## src/rtl/bss_pkg.sv

```systemverilog
// Shared types and codes for the bounded set store with intersection.
// Holds the payload structs, action and status codes, the controller state
// and the per-cell command set. No dependencies.
package bss_pkg;

  localparam int CAPACITY_DEF     = 64;
  localparam int ELEMENT_BITS_DEF = 32;

  // width of a fill count as carried to the cells and the results
  localparam int FILL_W = 7;

  localparam logic [2:0] ACT_APPEND_A  = 3'd0;
  localparam logic [2:0] ACT_APPEND_B  = 3'd1;
  localparam logic [2:0] ACT_REMOVE_A  = 3'd2;
  localparam logic [2:0] ACT_SIZE      = 3'd3;
  localparam logic [2:0] ACT_INTERSECT = 3'd4;

  localparam logic [1:0] ST_OK        = 2'd0;
  localparam logic [1:0] ST_FULL      = 2'd1;
  localparam logic [1:0] ST_EMPTY     = 2'd2;
  localparam logic [1:0] ST_NOT_FOUND = 2'd3;

  typedef struct packed {
    logic [2:0]         action;
    logic signed [31:0] item_value;
  } bss_in_t;

  typedef struct packed {
    logic [1:0]         status;
    logic [6:0]         count_a;
    logic               has_element;
    logic signed [31:0] element_out;
    logic               last;
  } bss_out_t;

  typedef enum logic [2:0] {
    S_IDLE,
    S_RESP,
    S_RIPPLE,
    S_SHIFT,
    S_SCAN,
    S_EMIT,
    S_FINAL
  } bss_state_t;

  typedef enum logic [3:0] {
    C_HOLD,
    C_APPEND_A,
    C_APPEND_B,
    C_MATCH,
    C_RIPPLE,
    C_SHIFT,
    C_INTER_INIT,
    C_SCAN_B,
    C_EMIT
  } cell_op_t;

  typedef struct packed {
    cell_op_t          op;
    logic [FILL_W-1:0] fill_a;
    logic [FILL_W-1:0] fill_b;
  } cell_ctrl_t;

endpackage

```

## src/rtl/bss_cell.sv

```systemverilog
// One cell of the store chain: holds entry Index of store A and of store B,
// plus match, prefix and validity flags. Depends on bss_pkg.
module bss_cell #(
  parameter int ElementBits = bss_pkg::ELEMENT_BITS_DEF,
  parameter int Index       = 0
) (
  input  logic                   clk,
  input  bss_pkg::cell_ctrl_t    ctrl,
  input  logic [ElementBits-1:0] key,
  input  logic [ElementBits-1:0] a_next,
  input  logic [ElementBits-1:0] b_next,
  input  logic                   bv_next,
  input  logic                   hit_next,
  input  logic                   p_prev,
  output logic [ElementBits-1:0] a,
  output logic [ElementBits-1:0] b,
  output logic                   bv,
  output logic                   hit,
  output logic                   p
);
  import bss_pkg::*;

  logic [ElementBits-1:0] a_r, a_nxt;
  logic [ElementBits-1:0] b_r, b_nxt;
  logic                   bv_r, bv_nxt;
  logic                   hit_r, hit_nxt;
  logic                   p_r, p_nxt;
  logic                   in_a, in_b;

  assign in_a = FILL_W'(Index) < ctrl.fill_a;
  assign in_b = FILL_W'(Index) < ctrl.fill_b;

  always_comb begin
    a_nxt   = a_r;
    b_nxt   = b_r;
    bv_nxt  = bv_r;
    hit_nxt = hit_r;
    p_nxt   = p_r;
    case (ctrl.op)
      C_APPEND_A: begin
        if (FILL_W'(Index) == ctrl.fill_a) a_nxt = key;
      end
      C_APPEND_B: begin
        if (FILL_W'(Index) == ctrl.fill_b) b_nxt = key;
      end
      C_MATCH:  p_nxt = in_a && (a_r == key);
      // spread the first match towards the tail, one cell a cycle
      C_RIPPLE: p_nxt = p_r | p_prev;
      C_SHIFT: begin
        if (p_r) a_nxt = a_next;
      end
      C_INTER_INIT: begin
        bv_nxt  = in_b;
        hit_nxt = 1'b0;
      end
      // rotate B past the resting A entries, marking each A entry that matches
      C_SCAN_B: begin
        b_nxt  = b_next;
        bv_nxt = bv_next;
        if (in_a && bv_r && (a_r == b_r)) hit_nxt = 1'b1;
      end
      // rotate A and its hit flag towards the head
      C_EMIT: begin
        a_nxt   = a_next;
        hit_nxt = hit_next;
      end
      default: begin
      end
    endcase
  end

  always_ff @(posedge clk) begin
    a_r   <= a_nxt;
    b_r   <= b_nxt;
    bv_r  <= bv_nxt;
    hit_r <= hit_nxt;
    p_r   <= p_nxt;
  end

  assign a   = a_r;
  assign b   = b_r;
  assign bv  = bv_r;
  assign hit = hit_r;
  assign p   = p_r;

endmodule

```

## config.mk

```make
export PLATFORM = sky130hd
export DESIGN_NAME = bss_cell
export DESIGN_NICKNAME = d
export VERILOG_FILES = /design/src/rtl/bss_pkg.sv /design/src/rtl/bss_cell.sv
export SDC_FILE = /design/constraint.sdc
export NUM_CORES = 1
export LEC_CHECK = 0
export BUFFER_PORTS_ARGS = -buffer_cell sky130_fd_sc_hd__buf_2
export CAP_MARGIN = 10
export CORE_UTILIZATION = 50
export DETAILED_ROUTE_END_ITERATION = 6
export PLACE_DENSITY = 0.88
export SLEW_MARGIN = 20
export SYNTH_ARGS = -nofsm -noshare
export SYNTH_HDL_FRONTEND = slang
export SYNTH_SLANG_ARGS = --single-unit
```

## constraint.sdc

```tcl
create_clock -name clk -period 5.9 [get_ports clk]
set_clock_uncertainty 0.15 [all_clocks]
set_input_delay 1.475 -clock clk [delete_from_list [all_inputs] [get_ports clk]]
set_output_delay 1.475 -clock clk [all_outputs]
set_load 0.02 [all_outputs]
```

==> results.sh <==
export IMPL_clockBufferDepth=2
export IMPL_grt_remaining_overflow=0
export IMPL_routed_wirelength_um=9610
export IMPL_seqPwrFrac_pct=49.1
export IMPL_layout_min_cycle_time_ns=3.28
export IMPL_synth_area_leader_cell="edfxtp_1"
export IMPL_ir_drop_uv=140
export IMPL_ys_ff_latch=67
export IMPL_clkPwrFrac_pct=36.5
export IMPL_die_width_um=88.1
export IMPL_synth_most_common_cell="edfxtp_1"
export IMPL_area_growth_pct=33.2
export IMPL_fin_setup_tns_ns=0
export IMPL_syn_nets=379
export IMPL_drc=0
export IMPL_dp_hpwl_um=7270
export IMPL_synthTopCellsByCount="edfxtp_1 (67), mux2_2 (62), xor2_1 (45), xnor2_1 (19), nor4_1 (13)"
export IMPL_fin_util_pct=68.4
export IMPL_hold_path_class="reg2reg"
export IMPL_period_share_pct=55.6
export IMPL_power_density_nw_per_um2=229
export IMPL_cts_tree="yes"
export IMPL_ys_warn_count=0
export IMPL_htree_levels=3
export IMPL_total_power_mw=1.13
export IMPL_r2r_cells=5
export IMPL_p_leak_nw=2.03
export IMPL_core_area_sq_um=7210
export IMPL_max_cap_viol_count=0
export IMPL_outcome="finished clean"
export IMPL_cts_root_buf="clkbuf_8"
export IMPL_grt_pass1_wl_um=13900
export IMPL_hold_violations=0
export IMPL_timing_fmax_mhz=305
export IMPL_start_util_pct=51.4
export IMPL_synth_edf_count=67
export IMPL_yosysTopAreaCellShare_pct=54.3
export IMPL_ctsHoldBuffers=0
export IMPL_fp_row_count=31
export IMPL_io_pins=185
export IMPL_clk_pin_slew_ns=0.07
export IMPL_avgSynthCellArea_sq_um=14.2
export IMPL_gp_congestion=0.852
export IMPL_ctsResizeCount=0
export IMPL_layout_nets=568
export IMPL_end_kind="flip-flop"
export IMPL_max_slew_margin_pct=35.9
export IMPL_postSynthCellCount=261
export IMPL_slew_violations=0
export IMPL_routed_via_density=5.10
export IMPL_antenna_found_initial=0
export IMPL_syn_area_sq_um=3700
export IMPL_wire_per_inst_um=17.3
export IMPL_whs_path_depth=2
export IMPL_layout_drive_gt1_share_pct=58.9
export IMPL_intPower_mw=0.862
export IMPL_cp_arrival_ns=3.09
export IMPL_worstSetupStartpointType="input port"
export IMPL_cp_data_required_time_ns=5.71
export IMPL_switchingPower_mw=0.268
export IMPL_critPathKind="in2reg"
export IMPL_drt_first_pass_iters=4
export IMPL_ys_flop_type="edfxtp_1"
export IMPL_setup_viol=0
export IMPL_port_buffers=184
export IMPL_ant_nets=0
export IMPL_cts_setup_buffers=0
export IMPL_synth_cell_type_count=28
export IMPL_crit_slowest_cell="nor2_4"
export IMPL_ys_async_sr_fraction_pct=0
export IMPL_comb_power_share_pct=14.5
export IMPL_clock_sinks=67
export IMPL_grt_use_total_pct=24.6
export IMPL_die_area_sq_um=7760
export IMPL_first_global_vias=2791
export IMPL_crit_chain="buf_2, nor3_1, nand2_1, o21ai_0, a31oi_1, nor2_4"
export IMPL_dr_total_vias=2828
export IMPL_cp_max_fo=32
export IMPL_worstSkewPairLatency_ns=0.34
export IMPL_yosys_top_cells_area="edfxtp_1 (54%), mux2_2 (19%), xor2_1 (11%)"
export IMPL_die_h_um=88.1
export IMPL_max_stage_delay_ns=0.75
export IMPL_p_sw_share_pct=23.7
export IMPL_cts_buffers=9
export IMPL_rsz0062_at_grt="no"
export IMPL_grt_max_degree=37
export IMPL_worstMarginPinSlew_ns=0.959
export IMPL_drtIter0Drc=130
export IMPL_ys_seq_area_share_pct=54.3
kinds of logic (layout without fill, tap and decap cells):
group	Yosys count	after routing	synth area share, %
AOI/OAI and AO/OA	9	9	1.49
xor gates and xnor gates	64	64	15.1
buffers and inverters	8	202	2.06
DFF	67	67	54.3
muxes	64	64	19.6
other	0	1	0
and+or+nand+nor	49	49	7.46
path summary, 6_finish.rpt:
check	start	end	slack, ns
worst max-delay path	ctrl[8]	a[20]	2.62
worst min-delay path	p	p	0.55
worst max register to register	a[27]	hit	3.86
worst min register to register	p	p	0.55
final cells by class:
cell class	count	area, sq um
well taps	99	124
fillers	575	2280
flip-flops and latches	67	2010
clock buffers	11	131
multi-input cells	186	1640
inverters	1	3.75
clock inverters	5	77.6
repair buffers	185	948
diodes	1	2.50
state kept, by name (all words and copies together), names as in the netlist:
register,cells
a,32
p,1
bv,1
b,32
hit,1
per-stage QoR:
| stage | area (sq um) | setup slack [ns] | hold slack, ns | std cells |
|---|---|---|---|---|
| floorplan | 3700 | 1.82 | 0.583 | 261 |
| global placement | 4700 | 2.35 | 0.483 | 537 |
| detailed placement | 4700 | 2.26 | 0.521 | 537 |
| CTS | 4900 | 2.61 | 0.540 | 553 |
| global route | 4930 | 2.49 | 0.545 | 554 |
| finish | 4930 | 2.62 | 0.547 | 555 |
critical path: cells and delay by family:
family,cells,cell delay [ns]
buf+inv,1,0.10
simple gates,3,1.16
compound gates,2,0.33
power by group through the flow:
stage / sequential (mW) / combinational (mW) / clock (mW)
after floorplan: 0.582 / 0.0708 / 0
after global placement: 0.564 / 0.158 / 0
after detailed placement: 0.565 / 0.162 / 0
after CTS: 0.555 / 0.163 / 0.417
after global routing: 0.556 / 0.177 / 0.439
final: 0.555 / 0.163 / 0.412
placed cells by master (no fill, tap or decap), drive strengths merged, types with 2 or more instances in the layout:
master    n
clkbuf   11
o21ai     3
clkinv    2
nor3      5
nor4     13
and2      2
bufinv    2
nand3     3
nand2     8
edfxtp   67
a21oi     3
xnor2    19
xor2     45
mux2     64
nand4     7
buf     185
a31oi     2
nor2      8
metal layers:
layer,wire (um),up-vias,GRT usage [%]
li1,-,1355,-
met1,3820,1332,29.0
met2,5040,130,44.6
met4,110,0,7.92
met5,0,-,0
met3,649,11,5.47
No activity file was read; power rests on OpenSTA's default activity.
