===== config.mk =====
export PLATFORM = sky130hd
export DESIGN_NAME = bss_ctrl
export DESIGN_NICKNAME = d
export VERILOG_FILES = /design/src/rtl/bss_pkg.sv /design/src/rtl/bss_ctrl.sv
export SDC_FILE = /design/constraint.sdc
export NUM_CORES = 1
export LEC_CHECK = 0
export BUFFER_PORTS_ARGS = -buffer_cell sky130_fd_sc_hd__buf_4
export CAP_MARGIN = 0
export CORE_MARGIN = 5
export CORE_UTILIZATION = 34
export DETAILED_ROUTE_END_ITERATION = 16
export PLACE_DENSITY_LB_ADDON = 0.12
export SYNTH_ARGS = -nofsm -noshare
export SYNTH_HDL_FRONTEND = slang
export SYNTH_SLANG_ARGS = --single-unit

===== constraint.sdc =====
create_clock -name clk -period 4.9 [get_ports clk]
set_input_delay 1.225 -clock clk [delete_from_list [all_inputs] [get_ports clk]]
set_output_delay 1.225 -clock clk [all_outputs]
set_load 0.1 [all_outputs]

===== src/rtl/bss_pkg.sv =====
// Shared types and codes for the bounded set store with intersection.
// Holds the payload structs, action and status codes, the controller state
// and the per-cell command set. No dependencies.
package bss_pkg;

  localparam int CAPACITY_DEF     = 64;
  localparam int ELEMENT_BITS_DEF = 32;

  // width of a fill count as carried to the cells and the results
  localparam int FILL_W = 7;

  localparam logic [2:0] ACT_APPEND_A  = 3'd0;
  localparam logic [2:0] ACT_APPEND_B  = 3'd1;
  localparam logic [2:0] ACT_REMOVE_A  = 3'd2;
  localparam logic [2:0] ACT_SIZE      = 3'd3;
  localparam logic [2:0] ACT_INTERSECT = 3'd4;

  localparam logic [1:0] ST_OK        = 2'd0;
  localparam logic [1:0] ST_FULL      = 2'd1;
  localparam logic [1:0] ST_EMPTY     = 2'd2;
  localparam logic [1:0] ST_NOT_FOUND = 2'd3;

  typedef struct packed {
    logic [2:0]         action;
    logic signed [31:0] item_value;
  } bss_in_t;

  typedef struct packed {
    logic [1:0]         status;
    logic [6:0]         count_a;
    logic               has_element;
    logic signed [31:0] element_out;
    logic               last;
  } bss_out_t;

  typedef enum logic [2:0] {
    S_IDLE,
    S_RESP,
    S_RIPPLE,
    S_SHIFT,
    S_SCAN,
    S_EMIT,
    S_FINAL
  } bss_state_t;

  typedef enum logic [3:0] {
    C_HOLD,
    C_APPEND_A,
    C_APPEND_B,
    C_MATCH,
    C_RIPPLE,
    C_SHIFT,
    C_INTER_INIT,
    C_SCAN_B,
    C_EMIT
  } cell_op_t;

  typedef struct packed {
    cell_op_t          op;
    logic [FILL_W-1:0] fill_a;
    logic [FILL_W-1:0] fill_b;
  } cell_ctrl_t;

endpackage


===== src/rtl/bss_ctrl.sv =====
// Sequencer for the store chain: fill counts, command issue, result
// register and the one-deep lookahead for intersection members.
// Depends on bss_pkg.
module bss_ctrl #(
  parameter int Capacity    = bss_pkg::CAPACITY_DEF,
  parameter int ElementBits = bss_pkg::ELEMENT_BITS_DEF
) (
  input  logic                   clk,
  input  logic                   rst_n,
  input  logic                   in_valid,
  output logic                   in_stall,
  input  bss_pkg::bss_in_t       in_data,
  output logic                   out_valid,
  input  logic                   out_stall,
  output bss_pkg::bss_out_t      out_data,
  input  logic [ElementBits-1:0] head_a,
  input  logic                   head_hit,
  input  logic                   found,
  output bss_pkg::cell_ctrl_t    cell_ctrl,
  output logic [ElementBits-1:0] key
);
  import bss_pkg::*;

  localparam int FillW = $clog2(Capacity + 1);
  localparam int CntW  = $clog2(Capacity);
  localparam logic [FillW-1:0] FullCount     = FillW'(Capacity);
  localparam logic [CntW-1:0]  CntLastScan   = CntW'(Capacity - 1);
  localparam logic [CntW-1:0]  CntLastRipple = CntW'(Capacity - 2);

  bss_state_t             state_r, state_nxt;
  logic [FillW-1:0]       fill_a_r, fill_a_nxt;
  logic [FillW-1:0]       fill_b_r, fill_b_nxt;
  logic [CntW-1:0]        cnt_r, cnt_nxt;
  logic [1:0]             status_r, status_nxt;
  logic                   pend_v_r, pend_v_nxt;
  logic [ElementBits-1:0] pend_r, pend_nxt;
  logic                   out_valid_r, out_valid_nxt;
  bss_out_t               out_r, out_nxt;
  logic                   push;
  bss_out_t               push_data;
  cell_op_t               op;
  logic                   can_push;
  logic                   advance;

  assign can_push = !out_valid_r || !out_stall;
  // hold the rotation while a displaced member cannot be passed on
  assign advance  = !(head_hit && pend_v_r) || can_push;
  assign key      = ElementBits'(in_data.item_value);

  always_comb begin
    state_nxt = state_r;
    case (state_r)
      S_IDLE: begin
        if (in_valid) begin
          case (in_data.action)
            ACT_REMOVE_A:  state_nxt = (fill_a_r == '0) ? S_RESP : S_RIPPLE;
            ACT_INTERSECT: state_nxt = S_SCAN;
            default:       state_nxt = S_RESP;
          endcase
        end
      end
      S_RESP:   if (can_push) state_nxt = S_IDLE;
      S_RIPPLE: if (cnt_r == CntLastRipple) state_nxt = S_SHIFT;
      S_SHIFT:  state_nxt = S_RESP;
      S_SCAN:   if (cnt_r == CntLastScan) state_nxt = S_EMIT;
      S_EMIT:   if (advance && (cnt_r == CntLastScan)) state_nxt = S_FINAL;
      S_FINAL:  if (can_push) state_nxt = S_IDLE;
      default:  state_nxt = S_IDLE;
    endcase
  end

  always_comb begin
    fill_a_nxt  = fill_a_r;
    fill_b_nxt  = fill_b_r;
    cnt_nxt     = cnt_r;
    status_nxt  = status_r;
    pend_v_nxt  = pend_v_r;
    pend_nxt    = pend_r;
    op          = C_HOLD;
    push        = 1'b0;
    push_data   = '0;
    push_data.count_a = 7'(fill_a_r);
    case (state_r)
      S_IDLE: begin
        cnt_nxt = '0;
        if (in_valid) begin
          case (in_data.action)
            ACT_APPEND_A: begin
              if (fill_a_r == FullCount) begin
                status_nxt = ST_FULL;
              end else begin
                op         = C_APPEND_A;
                fill_a_nxt = fill_a_r + 1'b1;
                status_nxt = ST_OK;
              end
            end
            ACT_APPEND_B: begin
              if (fill_b_r == FullCount) begin
                status_nxt = ST_FULL;
              end else begin
                op         = C_APPEND_B;
                fill_b_nxt = fill_b_r + 1'b1;
                status_nxt = ST_OK;
              end
            end
            ACT_REMOVE_A: begin
              if (fill_a_r == '0) begin
                status_nxt = ST_EMPTY;
              end else begin
                op = C_MATCH;
              end
            end
            ACT_INTERSECT: begin
              op         = C_INTER_INIT;
              pend_v_nxt = 1'b0;
            end
            ACT_SIZE: status_nxt = ST_OK;
            default:  status_nxt = ST_OK;
          endcase
        end
      end
      S_RESP: begin
        if (can_push) begin
          push             = 1'b1;
          push_data.status = status_r;
          push_data.last   = 1'b1;
        end
      end
      S_RIPPLE: begin
        op      = C_RIPPLE;
        cnt_nxt = cnt_r + 1'b1;
      end
      S_SHIFT: begin
        if (found) begin
          op         = C_SHIFT;
          fill_a_nxt = fill_a_r - 1'b1;
          status_nxt = ST_OK;
        end else begin
          status_nxt = ST_NOT_FOUND;
        end
      end
      S_SCAN: begin
        op      = C_SCAN_B;
        cnt_nxt = (cnt_r == CntLastScan) ? '0 : cnt_r + 1'b1;
      end
      S_EMIT: begin
        if (advance) begin
          op      = C_EMIT;
          cnt_nxt = cnt_r + 1'b1;
          if (head_hit) begin
            if (pend_v_r) begin
              push                  = 1'b1;
              push_data.status      = ST_OK;
              push_data.has_element = 1'b1;
              push_data.element_out = 32'($signed(pend_r));
            end
            pend_v_nxt = 1'b1;
            pend_nxt   = head_a;
          end
        end
      end
      S_FINAL: begin
        if (can_push) begin
          push                  = 1'b1;
          push_data.status      = ST_OK;
          push_data.has_element = pend_v_r;
          push_data.element_out = pend_v_r ? 32'($signed(pend_r)) : '0;
          push_data.last        = 1'b1;
        end
      end
      default: begin
      end
    endcase
  end

  always_comb begin
    out_valid_nxt = push ? 1'b1 : (out_valid_r && out_stall);
    out_nxt       = push ? push_data : out_r;
  end

  always_ff @(posedge clk) begin
    if (!rst_n) begin
      state_r     <= S_IDLE;
      fill_a_r    <= '0;
      fill_b_r    <= '0;
      cnt_r       <= '0;
      pend_v_r    <= 1'b0;
      out_valid_r <= 1'b0;
    end else begin
      state_r     <= state_nxt;
      fill_a_r    <= fill_a_nxt;
      fill_b_r    <= fill_b_nxt;
      cnt_r       <= cnt_nxt;
      pend_v_r    <= pend_v_nxt;
      out_valid_r <= out_valid_nxt;
    end
  end

  always_ff @(posedge clk) begin
    status_r <= status_nxt;
    pend_r   <= pend_nxt;
    out_r    <= out_nxt;
  end

  assign in_stall         = (state_r != S_IDLE);
  assign out_valid        = out_valid_r;
  assign out_data         = out_r;
  assign cell_ctrl.op     = op;
  assign cell_ctrl.fill_a = FILL_W'(fill_a_r);
  assign cell_ctrl.fill_b = FILL_W'(fill_b_r);

endmodule

==> metrics.txt <==
clock latency on the worst-skew pair about 0.35 ns; ant diodes 0; Setup Skew 0.0114 ns; Post-CTS Setup Repair Bufs 0; Total GRT Usage 0.118; setup TNS 0 ns; H-tree depth 3; arrival time worst endpoint 2.71 ns; global-route wire length before repair between 10 and 15 mm; Cell Chain, Critical Path buf_4 > or4b_4 > a211oi_4 > a221o_1 > buf_4; vias per inst between 4 and 5; period utilization 0.803; Worst Path Max Fanout 9; hold buffers post-CTS 0; Critical-path top delay cell or4b_4; fraction of registers with async set/reset 0; total power ~2.3 mW; post-synthesis average cell area ~12 µm²; full die area about 16000 µm²; Netlist cell types 53; Setup Viol. Count Final 0; post-DP HPWL slightly below 7 mm; Final Hold Viols 0; Synth top area share 0.501; vias in the first global route ~2800; commonest non-fill, non-tap cell in the layout buf_4; syn nets around 460; worst hold path type register to register; Final GP Congestion about 0.80; deepest clock path buffer count 2; num rows between 40 and 50; TritonCTS clock tree yes; crit-path max cell delay about 0.50 ns; total grt overflow 0; Worst setup EP type output port; Period minus WS final around 3.9 ns; Max-Cap Viols 0; RSZ-0062 raised after global routing no; run status completed; Peak VDD IR 160 µV; setup slack after layout between 0.9 and 1 ns; Num CTS Buffers 9; clk slew on worst S/H paths 0.07 ns; Filler Cells Inserted around 1300; max frequency 254 MHz; ranking of synthesized cells by area edfxtp_1, dfxtp_1, buf_4; fin cells 619; Initial Utilization 0.347; Die Ht around 130 µm; Primary FF master, synth edfxtp_1; crit start category input port; io pins ~170; Post-CTS Resized 0; WL/cell between 15 and 20 µm; Die X approximately 130 µm; Setup Crit Path Kind input port to output port; worst relative slew slack 0.575; largest net degree at the start of global routing 44; Post-Syn Area roughly 4600 µm²; Pwr Density about 420 nW/µm²; placed cells roughly 600; DRT Pass-1 Iters 4; CP most frequent cell buf_4; Place WS slightly below 1 ns; initial antenna violation count 0; Yosys Warn Count 0; WP data required approximately 3.7 ns; antenna viol nets, final 0; clock root cell clkbuf_16; Post-Synthesis Cells between 300 and 400; Via Count 2909; post-synthesis register bit count 102; Pleak around 2.2 nW; register area share after synthesis 0.609; Iteration-0 DRC Markers between 100 and 150; DRC violation count after routing 0; I/O Buffers just over 100; core footprint roughly 13000 µm²; Slew Limit Fails 0; layout cells sized above 1 0.287; DRT Wirelength ~9.4 mm; area grow syn2layout 20.8%; CTS sink cnt 102; most frequent cells in the layout buf_4, edfxtp_1, and2_1; Slew @ Worst Pin ~0.63 ns; largest area contributor in the synthesized netlist edfxtp_1; Worst Hold Slack around 0.52 ns; final-stage net count approximately 520; EDFF count, synth 77
[critical path: cells and delay by family]
family | cells | cell delay [ns]
compound gates | 2 | 0.60
buf+inv | 2 | 0.38
simple gates | 1 | 0.50
[path summary, 6_finish.rpt]
path,start,endpoint,slack (ns),depth (start not counted)
max,in_valid,cell_ctrl[15],0.97,5
min,pend_r[6],out_data[7],0.52,1
max reg2reg,state_r[2],fill_a_r[6],1.78,8
min reg2reg,pend_r[6],out_data[7],0.52,1
[area by class of cell]
cell class / count / area [µm²] / share of cell area
repair buffers: 106 / 796 / 0.143
flip-flops and latches: 102 / 2810 / 0.504
clock inverters: 6 / 52.6 / 0.00942
well taps: 176 / 220 / 0.0395
clock buffers: 10 / 229 / 0.0411
multi-input cells: 210 / 1430 / 0.257
inverters: 9 / 33.8 / 0.00606
[sequential cells by signal, summed over array words and instances, names as in the netlist]
name / count
cnt_r: 6
fill_b_r: 7
out_valid: 1
status_r: 2
out_data: 43
fill_a_r: 7
state_r: 3
pend_v_r: 1
pend_r: 32
[per-layer routing]
metal	up-vias	part of all wire	GRT usage	wire length, µm
met2	107	0.45	0.180	4290
li1	1422	-	-	-
met5	-	0	0	0
met4	0	0.020	0.0562	193
met1	1364	0.45	0.154	4260
met3	16	0.073	0.0332	693
[cells in the mapped netlist (2+ instances only)]
library cell,count
a211o_1,3
o21a_1,2
o21ai_0,10
a21boi_1,2
and3_1,7
xor2_1,2
a21o_1,2
nor2_1,18
clkbuf_1,10
edfxtp_1,77
nor2b_1,7
buf_4,40
nor4_1,4
inv_1,9
xnor2_1,12
or3_1,2
nor3b_1,3
mux2i_1,5
nand3_1,9
nand4_1,3
and3b_1,2
a22oi_1,2
a221o_1,2
a211oi_1,3
nand3b_1,3
ha_1,9
a21oi_1,9
dfxtp_1,25
nor3_1,6
nand2b_1,5
nand2_1,17
and2_1,42
[where the power goes]
part           total [mW]  switching (mW)  leakage, nW  internal (mW)
logic               0.611           0.490         1.11          0.121
clock network       0.689           0.334        0.137          0.355
registers            1.03          0.0277        0.932           1.00
[through the flow]
| step | util | cell area, µm² |
|---|---|---|
| after floorplan | - | 4620 |
| after global placement | 0.398 | 5300 |
| after detailed placement | 0.398 | 5300 |
| after CTS | 0.419 | 5580 |
| after global routing | 0.419 | 5580 |
| final | 0.419 | 5580 |
[cell families after synthesis]
kind of cell             after synthesis  synth area share
multiplexers                           5            0.0108
flip-flops                           102             0.609
XOR/XNOR                              14            0.0266
adder cells (fa/ha/maj)               10            0.0287
buffers and inverters                 61            0.0840
AO/OA/AOI/OAI                         48            0.0772
AND/OR/NAND/NOR                      133             0.164
Power figures use the tool's default switching activity.
